### src/hw/rtl/dnes_pkg.sv
package dnes_pkg;

  localparam int CHAR_BITS = 8;
  localparam logic [CHAR_BITS-1:0] CHAR_ZERO = 8'h30;
  localparam logic [CHAR_BITS-1:0] CHAR_NINE = 8'h39;

  // A decimal digit and the headroom that one step of value * 10 + digit needs.
  localparam int DIGIT_BITS = 4;
  localparam int RADIX = 10;

  typedef logic [CHAR_BITS-1:0] char_t;
  typedef logic [DIGIT_BITS-1:0] digit_t;

endpackage

### src/hw/rtl/dnes_accum.sv
module dnes_accum #(
  parameter int VALUE_BITS = 31
) (
  input  dnes_pkg::char_t        char_code,
  input  logic [VALUE_BITS-1:0]  acc,
  output logic                   is_digit,
  output logic [VALUE_BITS-1:0]  acc_next
);
  import dnes_pkg::*;

  localparam int WIDE_BITS = VALUE_BITS + DIGIT_BITS;
  localparam logic [WIDE_BITS-1:0] MAX_WIDE = {{DIGIT_BITS{1'b0}}, {VALUE_BITS{1'b1}}};

  digit_t                 digit;
  logic [WIDE_BITS-1:0]   acc_wide;
  logic [WIDE_BITS-1:0]   sum;
  char_t                  offset;

  assign is_digit = (char_code >= CHAR_ZERO) && (char_code <= CHAR_NINE);
  assign offset   = char_code - CHAR_ZERO;
  assign digit    = offset[DIGIT_BITS-1:0];
  assign acc_wide = {{DIGIT_BITS{1'b0}}, acc};

  // acc * 10 as two shifts; acc never exceeds the maximum, so the sum fits.
  assign sum = (acc_wide << 3) + (acc_wide << 1) + {{(WIDE_BITS-DIGIT_BITS){1'b0}}, digit};

  always_comb begin
    if (sum > MAX_WIDE) begin
      acc_next = {VALUE_BITS{1'b1}};
    end else begin
      acc_next = sum[VALUE_BITS-1:0];
    end
  end

endmodule

### src/hw/rtl/decimal_number_extract_and_sort.sv
// Decimal number extraction with ascending sort.
// Characters of a line enter on the char channel (char_code, end_of_line),
// one transaction per cycle while char_stall is low. Each run of ASCII
// digits becomes a number, saturated at 2^VALUE_BITS - 1; up to CAPACITY
// numbers per line are kept in a single dual-port RAM, later ones dropped.
// The transaction with end_of_line set closes the line. char_stall then
// stays high while the RAM is insertion-sorted in place: every element
// after the first is read from the RAM, loaded, compared and moved down one
// position at a time past each larger predecessor, then written into place.
// Results then leave on the result channel in ascending order, each one
// read from the RAM and then presented, with last_value on the final one.
// A line without numbers gives one result with no_numbers set and value 0.
// While result_stall is high the result holds and nothing else moves; the
// next line is accepted after the last result transaction.
// rst (synchronous) empties the store and returns to accepting characters;
// the RAM needs no clearing since only written entries are read.
module decimal_number_extract_and_sort #(
  parameter int CAPACITY   = 64,
  parameter int VALUE_BITS = 31
) (
  input  logic                  clk,
  input  logic                  rst,
  input  logic                  char_valid,
  output logic                  char_stall,
  input  dnes_pkg::char_t       char_code,
  input  logic                  end_of_line,
  output logic                  result_valid,
  input  logic                  result_stall,
  output logic [VALUE_BITS-1:0] sorted_value,
  output logic                  last_value,
  output logic                  no_numbers
);
  import dnes_pkg::*;

  localparam int IW = (CAPACITY > 1) ? $clog2(CAPACITY) : 1;
  localparam int CW = $clog2(CAPACITY + 1);

  localparam logic [2:0] S_IN    = 3'd0;
  localparam logic [2:0] S_RDV   = 3'd1;
  localparam logic [2:0] S_GETV  = 3'd2;
  localparam logic [2:0] S_CMP   = 3'd3;
  localparam logic [2:0] S_PLACE = 3'd4;
  localparam logic [2:0] S_ORD   = 3'd5;
  localparam logic [2:0] S_OSEND = 3'd6;
  localparam logic [2:0] S_EMPTY = 3'd7;

  logic [VALUE_BITS-1:0] mem [CAPACITY];
  logic [VALUE_BITS-1:0] rdata;

  logic [2:0]            state;
  logic [2:0]            state_next;
  logic [CW-1:0]         count;
  logic [CW-1:0]         count_next;
  logic [VALUE_BITS-1:0] acc;
  logic                  in_number;
  logic [IW-1:0]         i;
  logic [IW-1:0]         j;
  logic [IW-1:0]         k;
  logic [VALUE_BITS-1:0] v;

  logic                  is_digit;
  logic [VALUE_BITS-1:0] acc_step;
  logic                  char_accept;
  logic                  finish;
  logic [VALUE_BITS-1:0] finish_value;
  logic                  store_write;
  logic                  we;
  logic [IW-1:0]         waddr;
  logic [VALUE_BITS-1:0] wdata;
  logic                  ren;
  logic [IW-1:0]         raddr;
  logic                  shift;
  logic                  i_last;
  logic                  k_last;

  dnes_accum #(
    .VALUE_BITS(VALUE_BITS)
  ) u_accum (
    .char_code(char_code),
    .acc      (acc),
    .is_digit (is_digit),
    .acc_next (acc_step)
  );

  assign char_stall  = (state != S_IN);
  assign char_accept = char_valid && (state == S_IN);

  // A non-digit closes the pending run; a digit with end of line closes the
  // run that includes it.
  assign finish       = is_digit ? end_of_line : in_number;
  assign finish_value = is_digit ? acc_step : acc;
  assign store_write  = char_accept && finish && (count < CW'(CAPACITY));
  assign count_next   = count + {{(CW-1){1'b0}}, store_write};

  assign shift  = (rdata > v);
  assign i_last = (CW'(i) == count - CW'(1));
  assign k_last = (CW'(k) == count - CW'(1));

  always_comb begin
    we    = 1'b0;
    waddr = j;
    wdata = v;
    ren   = 1'b0;
    raddr = k;
    case (state)
      S_IN: begin
        we    = store_write;
        waddr = count[IW-1:0];
        wdata = finish_value;
      end
      S_RDV: begin
        ren   = 1'b1;
        raddr = i;
      end
      S_GETV: begin
        ren   = 1'b1;
        raddr = i - IW'(1);
      end
      S_CMP: begin
        we    = 1'b1;
        waddr = j;
        wdata = shift ? rdata : v;
        ren   = shift && (j > IW'(1));
        raddr = j - IW'(2);
      end
      S_PLACE: begin
        we    = 1'b1;
        waddr = '0;
        wdata = v;
      end
      S_ORD: begin
        ren   = 1'b1;
        raddr = k;
      end
      default: begin
      end
    endcase
  end

  always_ff @(posedge clk) begin
    if (we) begin
      mem[waddr] <= wdata;
    end
    if (ren) begin
      rdata <= mem[raddr];
    end
  end

  always_comb begin
    state_next = state;
    case (state)
      S_IN: begin
        if (char_accept && end_of_line) begin
          if (count_next == '0) begin
            state_next = S_EMPTY;
          end else if (count_next == CW'(1)) begin
            state_next = S_ORD;
          end else begin
            state_next = S_RDV;
          end
        end
      end
      S_RDV:  state_next = S_GETV;
      S_GETV: state_next = S_CMP;
      S_CMP: begin
        if (shift) begin
          if (j == IW'(1)) begin
            state_next = S_PLACE;
          end
        end else begin
          state_next = i_last ? S_ORD : S_RDV;
        end
      end
      S_PLACE: state_next = i_last ? S_ORD : S_RDV;
      S_ORD:   state_next = S_OSEND;
      S_OSEND: begin
        if (!result_stall) begin
          state_next = k_last ? S_IN : S_ORD;
        end
      end
      S_EMPTY: begin
        if (!result_stall) begin
          state_next = S_IN;
        end
      end
      default: state_next = S_IN;
    endcase
  end

  always_ff @(posedge clk) begin
    if (rst) begin
      state     <= S_IN;
      count     <= '0;
      acc       <= '0;
      in_number <= 1'b0;
      i         <= '0;
      j         <= '0;
      k         <= '0;
    end else begin
      state <= state_next;
      case (state)
        S_IN: begin
          if (char_accept) begin
            count <= count_next;
            if (is_digit && !end_of_line) begin
              acc       <= acc_step;
              in_number <= 1'b1;
            end else begin
              acc       <= '0;
              in_number <= 1'b0;
            end
            i <= IW'(1);
            k <= '0;
          end
        end
        S_GETV: begin
          j <= i;
        end
        S_CMP: begin
          if (shift) begin
            j <= j - IW'(1);
          end else if (!i_last) begin
            i <= i + IW'(1);
          end
        end
        S_PLACE: begin
          if (!i_last) begin
            i <= i + IW'(1);
          end
        end
        S_OSEND: begin
          if (!result_stall) begin
            if (k_last) begin
              count <= '0;
            end else begin
              k <= k + IW'(1);
            end
          end
        end
        default: begin
        end
      endcase
    end
  end

  // The element being inserted is captured as it comes out of the RAM.
  always_ff @(posedge clk) begin
    if (state == S_GETV) begin
      v <= rdata;
    end
  end

  assign result_valid = (state == S_OSEND) || (state == S_EMPTY);
  assign no_numbers   = (state == S_EMPTY);
  assign sorted_value = (state == S_EMPTY) ? '0 : rdata;
  assign last_value   = (state == S_EMPTY) || k_last;

endmodule

### config.mk
export PLATFORM = sky130hd
export DESIGN_NAME = decimal_number_extract_and_sort
export DESIGN_NICKNAME = d
export VERILOG_FILES = /design/src/hw/rtl/dnes_pkg.sv /design/src/hw/rtl/dnes_accum.sv /design/src/hw/rtl/decimal_number_extract_and_sort.sv
export SDC_FILE = /design/constraint.sdc
export NUM_CORES = 2
export LEC_CHECK = 0
export BUFFER_PORTS_ARGS = -buffer_cell sky130_fd_sc_hd__buf_2
export CAP_MARGIN = 20
export CORE_MARGIN = 2
export CORE_UTILIZATION = 53
export CTS_CLUSTER_DIAMETER = 40
export DETAILED_ROUTE_END_ITERATION = 10
export PLACE_DENSITY_LB_ADDON = 0.1
export SLEW_MARGIN = 20
export SYNTH_ARGS = -nofsm -noshare
export SYNTH_HDL_FRONTEND = slang
export SYNTH_HIERARCHICAL = 1
export SYNTH_SLANG_ARGS = --single-unit
### constraint.sdc
create_clock -name clk -period 8.72 [get_ports clk]
set_clock_uncertainty 0.2 [all_clocks]
set_input_delay 1.308 -clock clk [delete_from_list [all_inputs] [get_ports clk]]
set_output_delay 1.308 -clock clk [all_outputs]
set_load 0.02 [all_outputs]
==> results.py <==
metrics = {
    "status": {
        "status": "finished, final reports clean",
    },
    "worst_setup_path": {
        "r2r_start": "state[1]",
        "critPathMaxFanout": 61,
        "crit_end": "rdata[30]",
        "crit_chain": "nor2b_2, nand2_2, inv_2, nand2b_2, and2_1, nor2_4, buf_12, a32oi_1, a31oi_1, nor4_2, and4_1",
        "worstRegToRegCells": 11,
        "crit_required_ns": 9.14,
        "reg2reg_to": "rdata[30]",
        "start_kind": "flop",
        "r2r_slack_ns": 3.06,
        "startpoint": "state[1]",
        "slowest_delay_ns": 0.79,
        "critPathKind": "reg -> reg",
        "slowest_stage": "nor2_4",
        "crit_arrival_ns": 6.07,
        "cp-end-kind": "flop",
    },
    "detailed_routing": {
        "viasPerCell": 6.20,
        "ant_nets": 0,
        "wl_per_cell_microns": 28.2,
        "drc": 0,
        "drtIter0Drc": 7114,
        "routed_wl_microns": 241000,
        "num_vias": 53007,
        "dr.pass1.iters": 6,
    },
    "timing": {
        "finalHoldViolations": 0,
        "fin_crit_sh_pct": 64.9,
        "maxSlewHeadroom_pct": 21.7,
        "setup_violations": 0,
        "tns_ns": 0,
        "rsz0062_at_grt": "no",
        "worst_slew_pin_slew_ns": 1.17,
        "fmax_ghz": 0.177,
        "slew_violations": 0,
        "fin_crit_ns": 5.66,
    },
    "logic_synthesis": {
        "async_reset_ff_share_pct": 0,
        "ys.flop_type": "edfxtp_1",
        "synth-edff-count": 2046,
        "ys_ff_latch": 2106,
        "synth_cell_types": 96,
        "ys_seq_area_share_pct": 72.3,
        "yosys_warnings": 6,
        "syn_area_sq_um": 86600,
        "syn_inst": 6011,
        "synth_area_per_cell_sq_um": 14.4,
        "synthesis.nets": 6128,
    },
    "layout": {
        "nFillCells": 12079,
        "syn_to_final_growth_pct": 15.2,
        "layout-drive-gt1-share_pct": 14.0,
        "nets": 6270,
        "fin_cells": 8554,
        "fin_util_pct": 61.4,
    },
    "clock_tree": {
        "cts_max_level": 5,
        "tritoncts": "built",
        "path_clk_slew_ns": 0.05,
        "clock_sinks": 2106,
        "numCtsBuffers": 299,
        "hold_buffers": 0,
        "post_cts_buffers": 0,
        "root_buffer": "clkbuf_16",
        "clock_latency_ns": 0.92,
        "ctsResizeCount": 0,
        "clockBufferDepth": 4,
    },
    "placement": {
        "dp.cells": 8022,
        "port_buffers": 47,
        "gp_congestion": 0.896,
        "dp_hpwl_microns": 138000,
    },
    "floorplan": {
        "rows": 148,
        "dieHeight_microns": 408,
        "die_x_microns": 408,
        "dieArea_sq_um": 167000,
        "num_io_pins": 48,
        "core_sq_um": 163000,
        "start_util_pct": 53.3,
    },
    "grt": {
        "grt_max_degree": 157,
        "track_usage_pct": 28.7,
        "first_global_vias": 49822,
        "grt_pass1_wl_microns": 349000,
        "antenna_found_initial": 9,
        "gr-total-overflow": 0,
    },
    "run": {
        "max-cap-violations": 0,
    },
    "worst_hold_path": {
        "hold_path_class": "reg -> reg",
    },
    "power": {
        "cellLeakagePower_nw": 34.4,
        "power_density_nw_per_um2": 394,
        "peakVddDrop_mv": 0.358,
    },
}
==> where the power goes <==
group / total, mW / internal [mW] / switching [mW]
combinational: 13.9 / 3.63 / 10.2
clock: 11.7 / 7.21 / 4.50
sequential: 13.8 / 13.5 / 0.328
total: 39.4 / 24.3 / 15.1
==> state kept, by name, indices dropped and copies added, names as in the netlist <==
name       flops
i              6
rdata         31
mem         1984
k              6
v             31
j              6
in_number      1
state          3
count          7
acc           31
==> cells in the mapped netlist (27+ instances only) <==
cell type | number | share of area (%)
a211oi_1 | 40 | 0.35
a21oi_1 | 146 | 0.84
a22oi_1 | 35 | 0.30
a31oi_1 | 99 | 0.71
a32oi_1 | 123 | 1.2
and2_1 | 38 | 0.27
and4_1 | 34 | 0.34
buf_2 | 157 | 0.91
buf_4 | 27 | 0.23
clkbuf_1 | 148 | 0.64
dfxtp_1 | 60 | 1.4
edfxtp_1 | 2046 | 71
ha_1 | 102 | 1.5
inv_1 | 62 | 0.27
mux2i_1 | 422 | 4.9
mux4_2 | 60 | 1.6
nand2_1 | 1281 | 5.6
nand3_1 | 270 | 1.6
nand4_1 | 75 | 0.54
nor2_1 | 177 | 0.77
nor4_1 | 39 | 0.28
o21ai_0 | 63 | 0.36
o22ai_1 | 138 | 1.0
xnor2_1 | 29 | 0.29
==> worst max-delay path: cells and delay by family (launching register included) <==
| family | cells | cell delay (ns) |
|---|---|---|
| compound gates | 2 | 0.85 |
| simple gates | 7 | 2.37 |
| flops | 1 | 0.73 |
| buf+inv | 2 | 1.09 |
==> layer usage <==
metal | track usage (%) | wire length [microns] | vias up
met5 | 0 | 18 | -
met4 | 9.63 | 7900 | 2
met3 | 6.51 | 24500 | 365
met2 | 40.5 | 103000 | 2519
met1 | 44.0 | 106000 | 26845
li1 | - | - | 23276
==> how the worst min path moves through the flow <==
stage / startpoint / end / slack, ns / cells past startpoint
2_1_floorplan: rdata[0] / v[0] / 0.25 / 0
3_3_place_gp: in_number / in_number / 0.27 / 2
3_5_place_dp: in_number / in_number / 0.28 / 2
4_1_cts: in_number / in_number / 0.29 / 2
5_1_grt: in_number / in_number / 0.33 / 2
6_report: in_number / in_number / 0.29 / 2
==> stage by stage <==
stage	total power, mW	setup slack (ns)	hold WS (ns)	area, sq um
6_report	39.4	3.06	0.292	99800
5_1_grt	40.8	2.85	0.326	99800
4_1_cts	39.3	3.13	0.291	99700
3_5_place_dp	27.6	2.38	0.279	90100
3_3_place_gp	27.4	2.43	0.274	89900
2_1_floorplan	21.9	2.43	0.250	86600
==> logic make-up after synthesis <==
logic type | synth area share, %
AO/OA/AOI/OAI | 6.46
XOR/XNOR | 0.582
adder cells (fa/ha/maj) | 1.52
buffers and inverters | 2.37
flip-flops | 72.3
multiplexers | 6.62
AND/OR/NAND/NOR | 10.1
==> placed cells by master (no fill, tap or decap), drive strengths merged, types with 43 or more instances in the layout <==
cell type     n
edfxtp     2046
o22ai       138
buf         205
nand4        78
a21oi       152
nand3       270
nand2      1283
a31oi       101
a211oi       43
mux4         60
o21ai        70
nor2        179
clkbuf      346
mux2i       423
clkinv       71
a32oi       123
dfxtp        60
inv         116
ha          102
==> cell type report <==
cell class / instances / area [sq um] / share of cell area (%)
Antenna cell: 7 / 17.5 / 0.0175
Clock inverter: 174 / 1760 / 1.76
Timing Repair Buffer: 205 / 1820 / 1.82
Inverter: 64 / 240 / 0.241
Multi-Input combinational cell: 3477 / 22800 / 22.8
Clock buffer: 346 / 7870 / 7.89
Sequential cell: 2106 / 62600 / 62.8
Tap cell: 2175 / 2720 / 2.73
Note: power is estimated with default switching activity, not from simulation.
